===== src/sv/sldr_pkg.sv =====
// ----------------------------------------------------------------------------
// sldr_pkg
// shared types and constants of the rrip set dueling replacement engine
// ----------------------------------------------------------------------------
package sldr_pkg;

  localparam int NumSetsDef       = 2048;
  localparam int NumWaysDef       = 16;
  localparam int LeaderSpacingDef = 64;
  localparam int LeaderGroupsDef  = 32;
  localparam int SelectorWidthDef = 10;

  localparam int SetInW   = 11;
  localparam int AddrW    = 20;
  localparam int StrideW  = 21;
  localparam int StreakW  = 4;
  localparam int UpdW     = 8;
  localparam int SigW     = 6;
  localparam int SigDepth = 64;
  localparam int PcW      = 13;
  localparam int CfgW     = 4;
  localparam int LipOffset = 32;
  localparam int DecayMax = 8;

  localparam logic [1:0] RrpvTop = 2'd3;
  localparam logic [1:0] RrpvMru = 2'd0;
  localparam logic [1:0] CntMax  = 2'd3;
  localparam logic [StreakW-1:0] StreakMax = 4'd15;

  localparam logic KindVictim = 1'b0;
  localparam logic KindUpdate = 1'b1;

  typedef enum logic {
    CFG_STREAM_LENGTH = 1'b0,
    CFG_DECAY_SHIFT   = 1'b1
  } cfg_index_t;

  typedef enum logic [1:0] {
    ST_CLEAR,
    ST_IDLE,
    ST_LOOKUP,
    ST_TRAIN
  } state_t;

  typedef struct packed {
    logic [AddrW-1:0]   last_addr;
    logic [StrideW-1:0] last_stride;
    logic [StreakW-1:0] streak;
    logic               reuse_flag;
    logic [UpdW-1:0]    upd_count;
  } stride_rec_t;

  localparam int RecW = $bits(stride_rec_t);

endpackage


===== src/sv/sldr_stride.sv =====
// ----------------------------------------------------------------------------
// sldr_stride
// per set stride detector: streak tracking and streaming decision
// ----------------------------------------------------------------------------
module sldr_stride (
  input  sldr_pkg::stride_rec_t           rec,
  input  logic [sldr_pkg::AddrW-1:0]      addr,
  input  logic [sldr_pkg::CfgW-1:0]       stream_length,
  output sldr_pkg::stride_rec_t           rec_next,
  output logic                            streaming
);

  logic [sldr_pkg::StrideW-1:0] d;
  logic                         same;

  always_comb begin
    d = {1'b0, addr} - {1'b0, rec.last_addr};
    same = (rec.streak != '0) && (d == rec.last_stride) && (d != '0);
    rec_next = rec;
    rec_next.last_addr = addr;
    streaming = 1'b0;
    if (same) begin
      if (rec.streak < sldr_pkg::StreakMax) begin
        rec_next.streak = rec.streak + 1'b1;
      end
      streaming = (rec_next.streak >= stream_length);
    end else begin
      rec_next.last_stride = d;
      rec_next.streak = sldr_pkg::StreakW'(1);
    end
  end

endmodule


===== config.mk =====
export PLATFORM = sky130hd
export DESIGN_NAME = sldr_stride
export DESIGN_NICKNAME = d
export VERILOG_FILES = /design/src/sv/sldr_pkg.sv /design/src/sv/sldr_stride.sv
export SDC_FILE = /design/constraint.sdc
export NUM_CORES = 1
export LEC_CHECK = 0
export ABC_AREA = 0
export BUFFER_PORTS_ARGS = -buffer_cell sky130_fd_sc_hd__clkbuf_2
export CORE_AREA = 2 2 74 83
export DETAILED_ROUTE_END_ITERATION = 12
export DIE_AREA = 0 0 76 85
export PLACE_DENSITY = 0.74
export SLEW_MARGIN = 20
export SYNTH_ARGS = -nofsm -noshare
export SYNTH_HDL_FRONTEND = slang
export SYNTH_SLANG_ARGS = --single-unit
export TNS_END_PERCENT = 100

===== constraint.sdc =====
create_clock -name vclk -period 12.93
set_clock_uncertainty 0.2 [all_clocks]
set_input_delay 1.9395 -clock vclk [all_inputs]
set_output_delay 1.9395 -clock vclk [all_outputs]
set_load 0.02 [all_outputs]

* Word level (Yosys, flattened, before mapping)
Cells that the tools add are included.
** Operators by class
- Add/subtract/negate cells :: 2
- Mux-type cells :: 5
- Magnitude comparators :: 2
- Reduce and logical (&&, ||, !) cells :: 4
- Eq/ne operators :: 1
** Operators by type and width (number)
- $eq A21 B21 Y1 :: 1
- $mux W21 :: 1
- $reduce_bool A21 Y1 :: 1
- $sub A20 B20 Y21 :: 1
- $mux W4 :: 3
- $add A4 B1 Y4 const B :: 1
- $ge A4 B4 Y1 :: 1
- $lt A4 B4 Y1 const B :: 1
- $reduce_bool A4 Y1 :: 1
- $logic_and A1 B1 Y1 :: 2
- $mux W1 :: 1
** Word-level totals
- Input port bits :: 78
- Register bits :: 0

* Depth between registers and ports, before layout
Gate-level depths: netlist of the first run.
- Word-level depth :: 7
- Depth in mapped cells :: 12
- Mapped depth without buffers :: 12

* Worst setup path after synthesis of the first run
Ideal clock, no wire load.
- Path kind :: input to output
- From :: input port addr[0] (netlist bit)
- To :: output port rec_next[11] (netlist bit)
- Required time :: 10.790 ns
- Path buffers :: 0
- Stages on the path :: 12
- Arrival time :: 5.253 ns
- Path slack :: 5.537 ns
- Path through :: inv_1 ha_1 fa_1 nand2b_1 a211oi_2 nand2b_1 o311ai_0 nor3_1 xor2_1 nor4b_2 o211ai_2 nor4_1
** RTL lines
- from (decl) :: RTL line sldr_stride.sv:7 : input logic [sldr_pkg::AddrW-1:0] addr,
- to (decl) :: RTL line sldr_stride.sv:9 : output sldr_pkg::stride_rec_t rec_next,

==> results of run 1 <==
[layout by cell type (no fill, tap or decap), drive strengths merged, types with 5 or more instances in the layout]
| master | count |
|---|---|
| nor2 | 18 |
| nor3 | 7 |
| nand2 | 22 |
| nor4 | 5 |
| a21oi | 26 |
| nand4 | 7 |
| nand3 | 8 |
| ha | 26 |
| xnor2 | 19 |
| nand2b | 7 |
| clkbuf | 115 |
| o21a | 9 |
| inv | 31 |
| xor2 | 14 |
| o21ai | 18 |
[power breakdown]
group / internal [W] / switching [W]
combinational: 0.0000660 / 0.0000991
sequential: 0 / 0
clock: 0 / 0
total: 0.0000660 / 0.0000991
[worst max-delay path: stages]
cell and delay (ns):
clkbuf_2 0.09, inv_1 0.04, ha_1 0.20, fa_1 0.41, nand2b_1 0.19, a211oi_2 0.40
nand2b_1 0.20, o311ai_0 0.18, nor3_1 0.48, xor2_1 0.16, nor4b_2 0.34, o211ai_2 0.20
or3b_1 0.39, clkbuf_2 0.16
[stage by stage]
stage	power, W	util [%]	setup slack [ns]	hold slack [ns]
floorplan	0.0001229	-	5.537	3.792
global placement	0.0001619	46.70	5.537	3.679
detailed placement	0.0001637	46.70	5.483	3.679
CTS	0.0001646	46.70	5.476	3.679
global route	0.0001788	46.70	5.209	3.679
finish	0.0001650	46.70	5.422	3.679
[Yosys cell counts (2+ instances only)]
library cell	instances
o21ai_0	14
o211ai_1	2
o211a_1	2
a21o_1	4
nor2b_1	4
and2_1	3
or2_1	2
xnor3_1	4
o2111ai_1	3
nand2b_1	7
nand3_1	8
xor2_1	14
nor4_1	4
buf_4	29
xnor2_1	19
nor2_1	17
nand2_1	22
a21oi_1	25
clkbuf_1	7
buf_2	2
inv_1	31
ha_1	26
o21ai_1	3
nor3b_1	2
nor3_1	7
nand4_1	7
o21a_1	9
or4_1	2
o22ai_1	2
[cell families after synthesis]
logic type               after synthesis  synth area share (%)
AO/OA/AOI/OAI                         80                 24.83
XOR/XNOR                              39                 19.46
adder cells (fa/ha/maj)               27                 15.61
buffers and inverters                 70                 16.91
multiplexers                           1                0.5090
AND/OR/NAND/NOR                       93                 22.68
[routing by layer]
metal	global-route usage, %	part of all wire [%]	wire length, um
met5	0	0	0
met1	22.48	44	2737
met4	4.959	2.6	161
met3	1.702	5.5	345
met2	32.71	48	3034
[area by class of cell]
type | count | area (sq um)
fillers | 577 | 2998
inverters | 31 | 116.4
multi-input cells | 240 | 1838
well taps | 77 | 96.34
repair buffers | 115 | 575.6
[worst max path at each step]
stage / startpoint / cells past startpoint / endpoint
4_1_cts: addr[0] / 14 / rec_next[9]
3_3_place_gp: addr[0] / 14 / rec_next[9]
6_report: addr[0] / 14 / rec_next[9]
3_5_place_dp: addr[0] / 14 / rec_next[9]
5_1_grt: addr[0] / 14 / rec_next[9]
2_1_floorplan: addr[0] / 12 / rec_next[11]
==> summary.md, run 1 <==
| Metric | Value |
|---|---|
| Outcome | finished, final reports clean |
| Starting DRC count in detailed routing | 101 |
| Port bufs | 115 |
| Cells after Synth | 310 |
| Synthesized area per cell | 7.136 sq um |
| Drc violations | 0 |
| Setup Fix Bufs, Post-CTS | 0 |
| Relative slew slack | 49.73% |
| Final Max Tran Viols | 0 |
| Final nets | 493 |
| Layout cells sized above 1 | 32.38% |
| Worst Hold Depth | 0 |
| RePlAce Congestion | 0.8976 |
| Yosys top cell by area | ha_1 |
| Final setup vio count | 0 |
| Sequential share of the synthesized area | 0% |
| Total Wirelength | 6.279 mm |
| Core area | 5624 sq um |
| Fmax | 133.2 MHz |
| Crit path max fanout | 6 |
| Number of global-route vias before repair | 2236 |
| Nature of the critical path endpoint | output pin |
| Area share of the largest cell type after synthesis | 14.71% |
| Fin crit period | 7.508 ns |
| Netlist cell types | 58 |
| Aggregate global routing overflow | 0 |
| Wire per inst | 13.56 um |
| Diode count | 0 |
| Hold bufs inserted after CTS | 0 |
| Final hold viol count | 0 |
| Antenna violations before repair | 0 |
| Clkbuf count | 0 |
| Chip width | 76 um |
| Design area | 2626 sq um |
| Worst Hold End | rec_next[4] |
| # IOs | 133 |
| Die ar. | 6460 sq um |
| Worst min-delay path class | in2out |
| PD cells | 62.84 nW/um^2 |
| Setup TNS | 0 ns |
| Largest net degree at the start of global routing | 14 |
| Dpl cells | 463 |
| Post-cts resize count | 0 |
| Vias per cell | 5.227 |
| Antenna-violating nets left | 0 |
| Total number of vias | 2420 |
| Unrepaired setup endpoints after global routing | no |
| Area contributors post-synth | ha_1 (15%), buf_4 (9.8%), xnor2_1 (7.5%) |
| Critical Path RT | 10.79 ns |
| Worst-Margin Slew | 0.7496 ns |
| Non-Filler Instances | 463 |
| Placed inst area | 2626 sq um |
| Die H | 85 um |
| Synthesized Nets | 415 |
| Ys Warns | 0 |
| Critical setup path kind | in2out |
| Overall Global Routing Usage | 17.89% |
| Cell Area, Synth | 2212 sq um |
| Hold path startpoint | rec[4] |
| Storage element area | 0 sq um |
| Initial Util | 39.33% |
| Sequential cells | 0 |
| CP arrival | 5.37 ns |
| Area growth syn-to-layout | 18.72% |
| Worst vdd ir | 37.41 uV |
| Static leakage | 1.408 nW |
| Worst Setup Start Kind | input port |
| Hpwl dp | 5.567 mm |
| Detailed Routing Iterations Pass 1 | 4 |
| Global-route wire length before repair | 9.894 mm |
| Period utilization | 58.07% |
| Rows | 29 |
| Max cap viols | 0 |
(Power assumes the default switching activity.)
==> run 2: changes to the inputs <==
--- a/config.mk
+++ b/config.mk
@@ -5,12 +5,12 @@
 export SDC_FILE = /design/constraint.sdc
 export NUM_CORES = 1
 export LEC_CHECK = 0
-export ABC_AREA = 0
+export ABC_AREA = 1
 export BUFFER_PORTS_ARGS = -buffer_cell sky130_fd_sc_hd__clkbuf_2
-export CORE_AREA = 2 2 74 83
+export CORE_AREA = 2 2 78 88
 export DETAILED_ROUTE_END_ITERATION = 12
-export DIE_AREA = 0 0 76 85
-export PLACE_DENSITY = 0.74
+export DIE_AREA = 0 0 80 90
+export PLACE_DENSITY = 0.71
 export SLEW_MARGIN = 20
 export SYNTH_ARGS = -nofsm -noshare
 export SYNTH_HDL_FRONTEND = slang
==> constraint.sdc (replaced) <==
create_clock -name vclk -period 7.1
set_clock_uncertainty 0.2 [all_clocks]
set_input_delay 1.065 -clock vclk [all_inputs]
set_output_delay 1.065 -clock vclk [all_outputs]
set_load 0.02 [all_outputs]
==> run 2 against run 1 <==
Count of clock-buffer cells in the layout unchanged. Sequential cell count unchanged. Non-clock buffer count unchanged. Sequential share of layout area unchanged. Setup slack got worse by 3.1 ns. Total power increased by 70%. Die area increased by 11%. Critical path depth increased by 6. Design area increased by 11%. Global-route usage increased by 0.72 points. Largest cell class unchanged. Largest power group unchanged.
==> summary.md, run 2 <==
| Metric | Value |
|---|---|
| Outcome | finished, final reports clean (unchanged) |
| Max cap viols | 0 (unchanged) |
| Fmax | 210.4 MHz |
| Yosys top cell by area | nand2_1 (was ha_1) |
| Most common cell after layout, fill and taps aside | nand2_1 (was clkbuf_2) |
| Critical Path RT | 5.83 ns (was 10.79 ns) |
| Number of global-route vias before repair | 2689 (was 2236) |
| Ys Warns | 0 (unchanged) |
| Most frequent cells after synthesis | nand2_1 (144), inv_1 (105), nand3_1 (43) (was inv_1 (31), buf_4 (29), ha_1 (26)) |
| Setup Fix Bufs, Post-CTS | 0 (unchanged) |
| CP top delay family | simple AND/OR/NAND/NOR gates (unchanged) |
| Critical setup path kind | in2out (unchanged) |
| Cells after Synth | 485 (was 310) |
| Antenna-violating nets left | 0 (unchanged) |
| Relative slew slack | 81.67% (was 49.73%) |
| Total Wirelength | 6.910 mm (was 6.279 mm) |
| Area growth syn-to-layout | 18.71% (was 18.72%) |
| Crit path max fanout | 5 (was 6) |
| Rows | 31 (was 29) |
| Layout cells sized above 1 | 27.50% (was 32.38%) |
| Area share of the largest cell type after synthesis | 21.96% (was 14.71%) |
| Hpwl dp | 6.401 mm (was 5.567 mm) |
| CP arrival | 3.49 ns (was 5.37 ns) |
| Initial Util | 38.69% (was 39.33%) |
| Final setup vio count | 0 (unchanged) |
| Levels on crit path | 20 (was 14) |
| Setup TNS | 0 ns (unchanged) |
| Sequential cells | 0 (unchanged) |
| Largest net degree at the start of global routing | 8 (was 14) |
| Post-Place Worst Slack | 2.363 ns (was 5.483 ns) |
| Max incr delay on CP | 0.38 ns (was 0.48 ns) |
| Dpl cells | 653 (was 463) |
| Final Max Tran Viols | 0 (unchanged) |
| Most frequent cells in the layout | nand2_1 (144), clkbuf_2 (115), inv_1 (105) (was clkbuf_2 (115), inv_1 (31), ha_1 (26)) |
| Clkbuf count | 0 (unchanged) |
| RePlAce Congestion | 0.9174 (was 0.8976) |
| Worst Hold Depth | 0 (unchanged) |
| Non-Filler Instances | 653 (was 463) |
| Final worst slack | 2.348 ns (was 5.422 ns) |
| Period utilization | 66.93% |
| Die H | 90 um (was 85 um) |
| Starting DRC count in detailed routing | 107 (was 101) |
| Antenna violations before repair | 0 (unchanged) |
| Detailed Routing Iterations Pass 1 | 4 (unchanged) |
| Core area | 6361 sq um (was 5624 sq um) |
| Post-cts resize count | 0 (unchanged) |
| Drc violations | 0 (unchanged) |
| Final hold viol count | 0 (unchanged) |
| Worst Setup Start Kind | input port (unchanged) |
| Final Total Pwr | 0.0002798 W (was 0.0001650 W) |
| Total number of vias | 3001 (was 2420) |
| Static leakage | 1.965 nW (was 1.408 nW) |
| Most frequent CP cell | nand2_1 |
| CP max-delay cell | fa_1 (was nor3_1) |
| Global-route wire length before repair | 11.32 mm (was 9.894 mm) |
| Final nets | 678 (was 493) |
| Netlist cell types | 23 (was 58) |
| Unrepaired setup endpoints after global routing | no (unchanged) |
| Sequential share of the synthesized area | 0% (unchanged) |
| PD cells | 95.76 nW/um^2 (was 62.84 nW/um^2) |
| Nature of the critical path endpoint | output pin (unchanged) |
| Worst min-delay path class | in2out (unchanged) |
| Top-count cell post-synth | nand2_1 (was inv_1) |
| # IOs | 133 (unchanged) |
| Diode count | 0 (unchanged) |
| Worst Hold End | rec_next[2] (was rec_next[4]) |
| Fin crit period | 4.752 ns |
| Hold bufs inserted after CTS | 0 (unchanged) |
| Worst vdd ir | 43.55 uV (was 37.41 uV) |
| CP Cell Sequence | clkbuf_2, inv_1, ha_1, fa_1, inv_1, nand3_1, nand2_2, nand2_1, nand2_1, nand2_1, nand3_1, nand2_1, nor2_1, nand2_1, nor2_1, nand2_1, nor2_2, nand3_2, nor3_1, clkbuf_2 (was clkbuf_2, inv_1, ha_1, fa_1, nand2b_1, a211oi_2, nand2b_1, o311ai_0, nor3_1, xor2_1, nor4b_2, o211ai_2, or3b_1, clkbuf_2) |
| Synthesized Nets | 590 (was 415) |
| Wire per inst | 10.58 um (was 13.56 um) |
| Port bufs | 115 (unchanged) |
| Storage element area | 0 sq um (unchanged) |
| Synthesized area per cell | 5.074 sq um (was 7.136 sq um) |
| Chip width | 80 um (was 76 um) |
| Hold path startpoint | rec[2] (was rec[4]) |
| Area contributors post-synth | nand2_1 (22%), inv_1 (16%), ha_1 (13%) (was ha_1 (15%), buf_4 (9.8%), xnor2_1 (7.5%)) |
| Vias per cell | 4.596 (was 5.227) |
| Aggregate global routing overflow | 0 (unchanged) |
| Die ar. | 7200 sq um (was 6460 sq um) |
| Overall Global Routing Usage | 18.61% (was 17.89%) |
| Worst-Margin Slew | 0.2721 ns (was 0.7496 ns) |
| Cell Area, Synth | 2461 sq um (was 2212 sq um) |
| CP bufs+invs | 4 (was 3) |
run 2: cell count changes after synthesis, moves of 8 or more:
cell	before	now
nand2_2	0	23
inv_2	0	8
xor2_1	14	5
nand3_1	8	43
nor2_1	17	30
o21a_1	9	0
inv_1	31	105
nand2_1	22	144
a21oi_1	25	17
nand3b_1	0	8
xnor2_1	19	2
run 2: how the worst max path moves through the flow:
| stage | end | start |
|---|---|---|
| floorplan | rec_next[10] | addr[0] |
| global route | rec_next[11] | addr[0] |
| CTS | streaming | addr[0] |
| finish | rec_next[12] | addr[0] |
| global placement | rec_next[12] | addr[0] |
| detailed placement | streaming | addr[0] |
run 2: power by group:
group,switching [W],internal [W]
clock,0,0
combinational,0.000182,0.0000976
sequential,0,0
run 2: per-stage QoR:
step / utilization [%] / hold slack, ns / area, sq um
global placement: 45.93 / 1.930 / 2922
detailed placement: 45.93 / 1.930 / 2922
CTS: 45.93 / 1.930 / 2922
global route: 45.93 / 1.930 / 2922
floorplan: - / 2.043 / 2461
finish: 45.93 / 1.930 / 2922
run 2: area by class of cell:
class | instances | area, sq um
Tap cell | 82 | 102.6
Multi-Input combinational cell | 342 | 1815
Timing Repair Buffer | 115 | 575.6
Inverter | 114 | 427.9
Fill cell | 735 | 3440
run 2: per-layer routing:
layer  global-route usage [%]  wire (um)  share of wire, %  vias to the layer above
li1                         -          -                 -                     1636
met1                    23.71       2954                43                     1270
met2                    34.65       3493                51                       87
met3                   0.3012        354               5.1                        8
met4                    3.249        108               1.6                        0
met5                        0          0                 0                        -
run 2: logic make-up (layout without fill, tap and decap cells):
family / after synthesis / count (layout) / share of synthesized area [%]
buf+inv: 143 / 229 / 26.23
xor+xnor: 7 / 7 / 2.491
simple gates: 276 / 276 / 50.48
fa+ha+maj: 27 / 27 / 14.03
compound gates: 32 / 32 / 6.762
