[config.mk]
export PLATFORM = sky130hd
export DESIGN_NAME = sldr_ram
export DESIGN_NICKNAME = d
export VERILOG_FILES = /design/src/sv/sldr_ram.sv
export SDC_FILE = /design/constraint.sdc
export NUM_CORES = 1
export LEC_CHECK = 0
export ABC_AREA = 1
export BUFFER_PORTS_ARGS = -buffer_cell sky130_fd_sc_hd__buf_2
export CORE_UTILIZATION = 30
export CTS_CLUSTER_DIAMETER = 200
export DETAILED_ROUTE_END_ITERATION = 8
export GPL_TIMING_DRIVEN = 0
export PLACE_DENSITY = 0.47
export SYNTH_ARGS = -nofsm -noshare
export SYNTH_HDL_FRONTEND = slang
export SYNTH_SLANG_ARGS = --single-unit
[constraint.sdc]
create_clock -name clk -period 2.2 [get_ports clk]
set_input_delay 0 -clock clk [delete_from_list [all_inputs] [get_ports clk]]
set_output_delay 0 -clock clk [all_outputs]
set_load 0.005 [all_outputs]
[src/sv/sldr_ram.sv]
// ----------------------------------------------------------------------------
// sldr_ram
// generic single write port ram with one registered read port
// ----------------------------------------------------------------------------
module sldr_ram #(
  parameter int WIDTH = 8,
  parameter int DEPTH = 64
) (
  input  logic                     clk,
  input  logic                     we,
  input  logic [$clog2(DEPTH)-1:0] waddr,
  input  logic [WIDTH-1:0]         wdata,
  input  logic [$clog2(DEPTH)-1:0] raddr,
  output logic [WIDTH-1:0]         rdata
);

  logic [WIDTH-1:0] mem [DEPTH];

  always_ff @(posedge clk) begin
    if (we) begin
      mem[waddr] <= wdata;
    end
    rdata <= mem[raddr];
  end

endmodule

Word level (Yosys, flattened, before mapping)
Memory sizes are Yosys's and may differ from the RTL's. A register that Yosys moved wholly into a read port is not among the register bits.
Index checks and enable logic that the tools add are counted.
{ "totals": {"regBits": 0, "mem_bits_rw": 512, "in_bits": 22, "out_inout_bits": 8, "n_memories": 1, "elab_cells": 3} }
{ "memory_table": {"columns": ["memory", "depth", "word_bits", "read_ports", "rd_clocked_by_memory_dff", "wr", "line", "rtl"], "rows": [
  ["mem", 64, 8, 1, 1, 1, "17", "logic [WIDTH-1:0] mem [DEPTH];"]
]} }
{ "classes": {"mux": 2} }
{ "ops": {"columns": ["cell", "count"], "rows": [
  ["$mux W1", 2]
]} }

Depth between registers and ports, before layout
Gate-level depths: netlist of the first run.
{ "logic_depth": {"word_depth": 2, "ltp_mapped": 12, "ltp_nobuf": 9} }

Least setup slack after synthesis of the first run
No wires, ideal clock.
{ "synth_path": {"path_kind": "input-to-reg", "from": "input we", "to": "memory mem[48][0] (enable)", "t_required_ns": 1.805, "n_path_buf": 1, "setup_time_ns": 0.395, "arrival_time_ns": 1.371, "cell_stages": 3, "setup_slack_ns": 0.434, "cell_sequence": "clkbuf_1 > nand4_1 > nor4_1"} }
{ "synth_between": {"elab_chain_len": 2} }
{ "synth_rtl": {"columns": ["element", "line", "rtl"], "rows": [
  ["start, declared", "10", "input logic we,"],
  ["$mux W1", "20", "if (we) begin"],
  ["$mux W1 (not written as such)", "21", "mem[waddr] <= wdata;"],
  ["end, declared", "17", null]
]} }
No other way between the ends.

Final worst setup path of the first run
{ "layout_path": {"from": "input waddr[1]", "to": "memory mem[24][1] (enable)"} }
{ "layout_rtl": {"columns": ["element", "line", "rtl"], "rows": [
  ["start, declared", "11", "input logic [$clog2(DEPTH)-1:0] waddr,"]
]} }
Straight into the memory's write port.

==> flow_metrics.env, run 1 <==
export IMPL_grt_ovfl_total=0
export IMPL_end_kind="flop"
export IMPL_drive_gt1_share_pct=10.82
export IMPL_cts_tree="done"
export IMPL_start_kind="primary input"
export IMPL_power_per_cell_area_nw_per_um2=884.5
export IMPL_grt_setup_unrepaired="no"
export IMPL_synth_seq_cells=520
export IMPL_pin_count=30
export IMPL_cp_max_fo=9
export IMPL_switching_power_uw=5062
export IMPL_arrival_ns=2.25
export IMPL_synth_top_cell_area_share_pct=72.05
export IMPL_final_area_um2=24580
export IMPL_power_frac_clock_pct=42.5
export IMPL_routedWlPerCell_um=23.67
export IMPL_status="complete, no violations"
export IMPL_reg2reg_from="mem[37][0]$_DFFE_PP_"
export IMPL_ys_top_cells_by_count="648 x nand2_1, 512 x edfxtp_1, 439 x nand3_1"
export IMPL_place_hpwl_mm=46.06
export IMPL_grt_max_degree=65
export IMPL_die_w_um=268.7
export IMPL_clockBufferDepth=3
export IMPL_synth_seq_area_share_pct=72.80
export IMPL_cts_buffers=55
export IMPL_synth_top_family_by_area="simple AND/OR/NAND/NOR gates"
export IMPL_cp_required_ns=2.43
export IMPL_cts_root_buf="clkbuf_16"
export IMPL_hp_class="in -> reg"
export IMPL_skew_ns=0.02961
export IMPL_nets=1918
export IMPL_synth_xor_area_share_pct=0
export IMPL_area_growth_pct=15.20
export IMPL_die_area_um2=72200
export IMPL_rr_worst_depth=8
export IMPL_h_tree_depth=2
export IMPL_combinationalPowerShare_pct=7.0
export IMPL_ir_drop_v=0.0005053
export IMPL_max_freq_mhz=494.9
export IMPL_grt_pass1_vias=13659
export IMPL_drtAntennaViolNets=0
export IMPL_wl_met1_mm=31.46
export IMPL_sequentialPowerShare_pct=50.5
export IMPL_route_detailed_drc=0
export IMPL_coreArea_um2=70150
export IMPL_synth_area_um2=21340
export IMPL_top_layer_used="met5"
export IMPL_synth_simple_area_share_pct=23.18
export IMPL_vias_per_cell=4.972
export IMPL_antenna_found_initial=2
export IMPL_r2r_slack_ns=0.66
export IMPL_p_leak_uw=0.008759
export IMPL_async_flop_share_pct=0
export IMPL_drv_slew=0
export IMPL_finalSetupViolations=0
export IMPL_r2r_end="rdata[0]$_DFF_P_"
export IMPL_die_h_um=268.7
export IMPL_grt_pass1_wl_mm=97.48
export IMPL_worstMarginPinSlew_ns=1.321
export IMPL_wl_met2_mm=29.95
export IMPL_synth_compound_area_share_pct=0
export IMPL_sw_frac_of_total_pct=23.28
export IMPL_period_share_pct=91.85
export IMPL_hold_end="mem[37][3]$_DFFE_PP_"
export IMPL_maxSlewHeadroom_pct=11.95
export IMPL_ys_types=16
export IMPL_intPower_uw=16680
export IMPL_synth_avg_cell_area_um2=11.82
export IMPL_rows=97
export IMPL_synthCells=1805
export IMPL_fin_crit_ns=2.021
export IMPL_synth_nets=1827
export IMPL_maxCapViolations=0
export IMPL_synthAdderAreaFrac_pct=0
export IMPL_clock_latency_ns=0.61
export IMPL_yosysWarnings=0
export IMPL_fillCellCount=7050
export IMPL_cts_sinks=520
export IMPL_hold_viol_final=0
export IMPL_finalSetupTns_ns=0
export IMPL_clk_pin_slew_ns=0.06
export IMPL_routed_wl_mm=68.20
export IMPL_yosysMostFrequentCell="nand2_1"
export IMPL_synth_mux_area_share_pct=0
export IMPL_drtIter0Drc=1631
export IMPL_whs_path_depth=1
export IMPL_drt_first_pass_iters=7
export IMPL_io_buffers=21
export IMPL_wl_met3_mm=4.987
export IMPL_grt_usage_pct=19.00
export IMPL_hp_start="wdata[3]"
export IMPL_synth_area_top_cells="edfxtp_1 72%, nand2_1 11%, nand3_1 10%, buf_6 1.8%, nor2_1 0.99%"
export IMPL_gp_congestion=0.9263
export IMPL_yosys_area_top_type="edfxtp_1"
export IMPL_vias=14325
export IMPL_synth_main_ff_cell="edfxtp_1"
export IMPL_worstSetupPathType="in -> reg"
export IMPL_placement_cell_area_um2=22790
export IMPL_start_util_pct=30.42
export IMPL_synth_edf_count=512
power groups by stage:
stage | Combinational, uW | Sequential [uW] | Clock, uW
after floorplan | 771 | 11200 | 0
after global placement | 1490 | 11200 | 0
after detailed placement | 1520 | 11200 | 0
after CTS | 1520 | 11000 | 9370
after global routing | 1640 | 11000 | 9730
final | 1530 | 11000 | 9230
metal layers:
metal | vias up | global-route usage (%)
met5 | - | 0
met4 | 4 | 5.620
met3 | 99 | 3.662
met2 | 532 | 28.36
met1 | 7148 | 27.84
li1 | 6542 | -
layout by cell type (no fill, tap or decap), drive strengths merged, types with 8 or more instances in the layout:
master / n
nand2: 648
edfxtp: 512
nand3: 439
buf: 130
clkbuf: 93
nor2: 56
clkinv: 19
inv: 12
nand4: 9
nor4: 8
dfxtp: 8
worst max-delay path: stages:
cell and delay [ns]:
clkbuf_1 0.21, inv_1 0.32, nand4_1 0.72, nor2_1 0.99
cell families (layout without fill, tap and decap cells):
| kind of cell | Yosys count | count (layout) |
|---|---|---|
| buffers and inverters | 125 | 260 |
| DFF | 520 | 520 |
| and+or+nand+nor | 1160 | 1160 |
| other | 0 | 1 |
through the flow:
step | power [uW] | hold WS (ns) | util, % | cells | setup WS, ns
2_1_floorplan | 11970 | 0.09887 | - | 1805 | 0.4339
3_3_place_gp | 12690 | 0.3820 | 32.25 | 2766 | -1.051
3_5_place_dp | 12710 | 0.3744 | 32.48 | 2777 | -0.3790
4_1_cts | 21880 | 0.03451 | 35.04 | 2880 | 0.2838
5_1_grt | 22360 | 0.03867 | 35.04 | 2880 | 0.1131
6_report | 21740 | 0.006555 | 35.04 | 2881 | 0.1794
worst max path at each step:
stage / from / end / slack (ns) / depth (start not counted)
2_1_floorplan: we / mem[48][0]$_DFFE_PP_ / 0.43 / 3
3_3_place_gp: we / mem[51][5]$_DFFE_PP_ / -1.05 / 3
3_5_place_dp: waddr[1] / mem[25][2]$_DFFE_PP_ / -0.38 / 4
4_1_cts: waddr[0] / mem[26][1]$_DFFE_PP_ / 0.28 / 4
5_1_grt: waddr[0] / mem[24][1]$_DFFE_PP_ / 0.11 / 4
6_report: waddr[1] / mem[24][1]$_DFFE_PP_ / 0.18 / 4
state kept, by name, indices dropped and copies added (netlist names):
| name | flops |
|---|---|
| mem | 512 |
| rdata | 8 |
layout make-up:
type | count | area, um^2 | area share (%)
multi-input combinational | 1160 | 4996 | 20.32
antenna | 1 | 2.502 | 0.01018
sequential | 520 | 15530 | 63.19
timing repair buffer | 34 | 242.7 | 0.9874
buffer | 113 | 808.3 | 3.288
clock buffer | 78 | 1543 | 6.275
tap | 940 | 1176 | 4.784
clock inverter | 23 | 230.2 | 0.9365
inverter | 12 | 50.05 | 0.2036
what timing repair did:
action,4_1_cts,5_1_grt
setup buffers,0,0
endpoints found under the hold margin,17,0
setup endpoints to repair,0,0
hold buffers,2,0
resized for setup,0,0
(Power assumes the default switching activity.)
==> run 2, diff against run 1 <==
--- a/config.mk
+++ b/config.mk
@@ -10,7 +10,7 @@
 export CORE_UTILIZATION = 30
 export CTS_CLUSTER_DIAMETER = 200
 export DETAILED_ROUTE_END_ITERATION = 8
-export GPL_TIMING_DRIVEN = 0
+export GPL_TIMING_DRIVEN = 1
 export PLACE_DENSITY = 0.47
 export SYNTH_ARGS = -nofsm -noshare
 export SYNTH_HDL_FRONTEND = slang
==> constraint.sdc (replaced) <==
create_clock -name clk -period 2.2 [get_ports clk]
set_input_delay 0.22 -clock clk [delete_from_list [all_inputs] [get_ports clk]]
set_output_delay 0.22 -clock clk [all_outputs]
set_load 0.005 [all_outputs]
==> run 2 against run 1 <==
  * Clock-buffer cell count increased by 2
  * Sequential power about the same
  * Final cell count increased by 0.31%
  * Largest power group unchanged
  * Sequential cell count unchanged
  * Global-route usage decreased by 2.4 points
  * Combinational power decreased by 9%
  * Critical path type is now reg -> reg
  * Critical path depth increased by 4
  * Largest cell class unchanged
==> flow_metrics.env, run 2 (same netlist as run 1, synthesis figures left out) <==
export IMPL_status="complete, no violations"
export IMPL_start_util_pct=30.42
export IMPL_reg_top3="mem: 512 flops, rdata: 8 flops"
export IMPL_antenna_found_initial=4
export IMPL_grt_setup_unrepaired="no"
export IMPL_ir_drop_v=0.0004808
export IMPL_h_tree_depth=2
export IMPL_rr_worst_depth=8
export IMPL_whs_path_depth=1
export IMPL_reg2reg_from="mem[5][4]$_DFFE_PP_"
export IMPL_vias=13900
export IMPL_clock_latency_ns=0.62
export IMPL_gp_congestion=0.8129
export IMPL_top_register="mem"
export IMPL_coreArea_um2=70150
export IMPL_clk_pin_slew_ns=0.06
export IMPL_vias_per_cell=4.810
export IMPL_grt_pass1_wl_mm=88.59
export IMPL_cts_repair_resized=0
export IMPL_worstSetupPathType="reg -> reg"
export IMPL_routedWlPerCell_um=20.40
export IMPL_fin_crit_ns=1.539
export IMPL_hold_viol_final=0
export IMPL_drv_slew=0
export IMPL_worstMarginPinSlew_ns=0.8498
export IMPL_nets=1926
export IMPL_die_w_um=268.7
export IMPL_die_area_um2=72200
export IMPL_clockBufferDepth=3
export IMPL_grt_max_degree=73
export IMPL_hp_start="wdata[0]"
export IMPL_regArea_um2=15530
export IMPL_max_freq_mhz=649.9
export IMPL_r2r_slack_ns=0.66
export IMPL_final_common_cell="nand2_1"
export IMPL_multi_input_area_um2=4946
export IMPL_largest_register_ffs=512
export IMPL_die_h_um=268.7
export IMPL_arrival_ns=1.99
export IMPL_cts_root_buf="clkbuf_16"
export IMPL_rows=97
export IMPL_finalSetupViolations=0
export IMPL_maxCapViolations=0
export IMPL_cp_max_fo=1
export IMPL_fillCellCount=6967
export IMPL_io_buffers=29
export IMPL_r2r_end="rdata[4]$_DFF_P_"
export IMPL_hold_slack_ns=0.02643
export IMPL_end_kind="flop"
export IMPL_cts_sinks=520
export IMPL_drtIter0Drc=1126
export IMPL_routed_wl_mm=58.96
export IMPL_pin_count=30
export IMPL_cts_buffers=55
export IMPL_hold_end="mem[7][0]$_DFFE_PP_"
export IMPL_skew_ns=0.02404
export IMPL_cp_required_ns=2.66
export IMPL_power_per_cell_area_nw_per_um2=862.4
export IMPL_drt_first_pass_iters=6
export IMPL_p_leak_uw=0.008978
export IMPL_grt_usage_pct=16.56
export IMPL_finalSetupTns_ns=0
export IMPL_maxSlewHeadroom_pct=43.34
export IMPL_place_hpwl_mm=35.04
export IMPL_area_growth_pct=16.49
export IMPL_grt_ovfl_total=0
export IMPL_drtAntennaViolNets=0
export IMPL_route_detailed_drc=0
export IMPL_final_cell_mix="648 x nand2_1, 512 x edfxtp_1, 439 x nand3_1"
export IMPL_start_kind="flop"
export IMPL_grt_pass1_vias=13872
export IMPL_period_share_pct=69.94
export IMPL_drive_gt1_share_pct=12.06
export IMPL_cts_tree="done"
export IMPL_hp_class="in -> reg"
## run 2: cell types whose count changed in the layout (fill, tap and decap cells not counted), sizes merged
cell	before	now
buf	130	153
clkbuf	93	81
clkinv	19	17
bufinv	4	3
clkinvlp	0	1
dlygate4sd3	2	1
inv	12	13
## run 2: worst max-delay path by stage
stage	startpoint	to	slack, ns	depth (start not counted)
after floorplan	we	mem[48][0]$_DFFE_PP_	0.21	3
after global placement	raddr[0]	rdata[4]$_DFF_P_	0.15	11
after detailed placement	raddr[0]	rdata[4]$_DFF_P_	0.13	11
after CTS	rdata[2]$_DFF_P_	rdata[2]	0.68	1
after global routing	mem[5][4]$_DFFE_PP_	rdata[4]$_DFF_P_	0.61	8
final	mem[5][4]$_DFFE_PP_	rdata[4]$_DFF_P_	0.66	8
## run 2: metrics by stage
step           power, uW  util (%)  instance area (um^2)  setup slack (ns)  std cells
6_report           21440     35.44                 24860            0.6614       2890
5_1_grt            22130     35.44                 24860            0.6075       2890
4_1_cts            21670     35.43                 24860            0.6848       2889
3_5_place_dp       12610     32.92                 23090            0.1329       2786
3_3_place_gp       12610     32.92                 23090            0.1524       2786
2_1_floorplan      11970         -                 21340            0.2139       1805
## run 2: area by class of cell
cell class                 count  area share (%)
clock buffer                  80           6.317
tap                          940           4.731
clock inverter                22          0.7248
sequential                   520           62.50
antenna                        1         0.01007
multi-input combinational   1160           19.90
timing repair buffer         155           5.602
inverter                      12          0.2215
## run 2: critical path, cell delays in order (launching register included)
cell and delay [ns]:
edfxtp_1 0.36, nand2_1 0.07, nand3_1 0.09, nand3_1 0.10, nand2_1 0.11, nand2_1 0.12, nand3_1 0.15, nand3_1 0.21
nand2_1 0.15
## run 2: power by group
group / total (uW) / leakage (uW) / internal, uW / switching (uW)
Combinational: 1390 / 0.00344 / 387 / 1000
Clock: 9050 / 0.000860 / 5270 / 3780
Sequential: 11000 / 0.00467 / 11000 / 34.6
## run 2: layer usage
metal,up-vias,wire length [um],track usage (%)
li1,6558,-,-
met1,6896,27850,23.61
met2,354,26480,25.86
met3,88,3212,2.639
met4,4,1391,5.021
met5,-,28,0
## run 2: repair_timing
action,in CTS,in global routing
setup buffers,0,0
hold endpoints to repair,1,0
hold buffers,1,0
==> run 3, diff against run 2 <==
==> constraint.sdc (replaced) <==
create_clock -name clk -period 1.45 [get_ports clk]
set_input_delay 0.145 -clock clk [delete_from_list [all_inputs] [get_ports clk]]
set_output_delay 0.145 -clock clk [all_outputs]
set_load 0.005 [all_outputs]
==> run 3 against run 2 <==
  * Sequential power increased by 52%
  * Total power increased by 56%
  * Sequential share of layout area decreased by 3.1 points
  * Clock power increased by 59%
  * Combinational power increased by 72%
  * Non-clock buffer count increased by 76
  * Sequential cell count unchanged
  * Cell area increased by 5.2%
  * Critical path depth unchanged
  * Global-route usage decreased by 0.11 points
  * Critical path type unchanged
  * Largest power group unchanged
  * Highest routed layer is now met4
==> flow_metrics.env, run 3 (same netlist as run 1, synthesis figures left out) <==
export IMPL_status="complete, no violations"
export IMPL_pin_count=30
export IMPL_diodes=0
export IMPL_die_h_um=268.7
export IMPL_drive_gt1_share_pct=17.60
export IMPL_rows=97
export IMPL_hp_class="in -> reg"
export IMPL_vias=14051
export IMPL_power_per_cell_area_nw_per_um2=1282
export IMPL_reg_top3="mem: 512 flops, rdata: 8 flops"
export IMPL_dpl_cell_count=2862
export IMPL_antenna_found_initial=2
export IMPL_cp_max_fo=1
export IMPL_drtAntennaViolNets=0
export IMPL_ir_drop_v=0.0009497
export IMPL_vias_per_cell=4.734
export IMPL_grt_max_degree=65
export IMPL_clk_pin_slew_ns=0.06
export IMPL_routedWlPerCell_um=19.65
export IMPL_grt_pass1_vias=14123
export IMPL_cp_required_ns=1.95
export IMPL_end_kind="flop"
export IMPL_cts_root_buf="clkbuf_16"
export IMPL_fillCellCount=6845
export IMPL_worstMarginPinSlew_ns=0.3933
export IMPL_skew_ns=0.02537
export IMPL_grt_ovfl_total=0
export IMPL_grt_use_met2_pct=26.09
export IMPL_period_share_pct=94.31
export IMPL_clock_latency_ns=0.62
export IMPL_start_kind="flop"
export IMPL_clockBufferDepth=3
export IMPL_finalSetupViolations=0
export IMPL_use_met1_pct=23.17
export IMPL_area_growth_pct=22.54
export IMPL_multi_input_area_um2=5121
export IMPL_hold_viol_final=0
export IMPL_start_util_pct=30.42
export IMPL_regArea_um2=15540
export IMPL_drtIter0Drc=1122
export IMPL_cts_tree="done"
export IMPL_worstSetupPathType="reg -> reg"
export IMPL_die_area_um2=72200
export IMPL_cts_buffers=56
export IMPL_grt_usage_pct=16.45
export IMPL_grt_busiest_layer="met2"
export IMPL_io_buffers=29
export IMPL_final_area_um2=26150
export IMPL_grt_pass1_wl_mm=88.59
export IMPL_placement_cell_area_um2=24260
export IMPL_h_tree_depth=2
export IMPL_maxSlewHeadroom_pct=73.78
export IMPL_arrival_ns=1.87
export IMPL_final_common_cell="nand2_1"
export IMPL_p_leak_uw=0.009513
export IMPL_drv_slew=0
export IMPL_finalPower_uw=33530
export IMPL_routed_wl_mm=58.33
export IMPL_drt_first_pass_iters=5
export IMPL_route_detailed_drc=0
export IMPL_final_cell_mix="648 x nand2_1, 512 x edfxtp_1, 437 x nand3_1"
export IMPL_max_freq_mhz=731.2
export IMPL_die_w_um=268.7
export IMPL_grt_use_met3_pct=2.676
export IMPL_top_register="mem"
export IMPL_stdcell_count=2968
export IMPL_cts_sinks=520
export IMPL_nets=2003
export IMPL_gp_congestion=0.8208
export IMPL_largest_register_ffs=512
export IMPL_coreArea_um2=70150
export IMPL_maxCapViolations=0
export IMPL_place_hpwl_mm=36.45
export IMPL_grt_setup_unrepaired="yes"
export IMPL_fin_crit_ns=1.368
## run 3: final cells by class
cell class / count / area share, %
clock inverters: 34 / 1.301
inverters: 12 / 0.2632
repair buffers: 231 / 9.087
flip-flops and latches: 520 / 59.41
well taps: 940 / 4.498
multi-input cells: 1160 / 19.58
clock buffers: 71 / 5.852
## run 3: stage by stage
| step | setup slack (ns) | TNS (ns) | utilization [%] | hold slack, ns |
|---|---|---|---|---|
| 2_1_floorplan | -0.2484 | -45.11 | - | 0.2439 |
| 3_3_place_gp | -0.3138 | -4.081 | 34.58 | 0.5217 |
| 3_5_place_dp | -0.3283 | -2.379 | 34.58 | 0.5251 |
| 4_1_cts | 0.01279 | 0 | 37.26 | 0.04111 |
| 5_1_grt | -0.001101 | -0.001101 | 37.28 | 0.06329 |
| 6_report | 0.08244 | 0 | 37.28 | 0.06124 |
## run 3: final timing paths
check | from | endpoint | slack, ns | cells after the start
min | wdata[0] | mem[52][0]$_DFFE_PP_ | 0.06 | 2
max reg2reg | mem[29][3]$_DFFE_PP_ | rdata[3]$_DFF_P_ | 0.08 | 8
min reg2reg | mem[4][5]$_DFFE_PP_ | rdata[5]$_DFF_P_ | 0.83 | 8
max | mem[29][3]$_DFFE_PP_ | rdata[3]$_DFF_P_ | 0.08 | 8
## run 3: critical path: stages (launching register included)
cell      delay, ns
edfxtp_1       0.38
nand2_1        0.08
nand3_1        0.08
nand3_1        0.11
nand2_1        0.10
nand2_1        0.08
nand3_1        0.16
nand3_1        0.19
nand2_1        0.07
## run 3: repair_timing
item | 4_1_cts | 5_1_grt
gates resized for setup | 0 | 3
setup buffers | 0 | 0
endpoints found under the setup margin | 0 | 3
hold endpoints to repair | 6 | 0
hold buffers | 1 | 0
## run 3: where the power goes
group	total, uW	internal, uW	switching (uW)
Sequential	16700	16600	57.7
Clock	14400	8520	5920
Combinational	2390	805	1590
## run 3: per-layer routing
layer	part of all wire, %	wire length (um)
met5	0	0
met4	2.1	1239
met3	4.9	2838
met2	46	26570
met1	47	27690
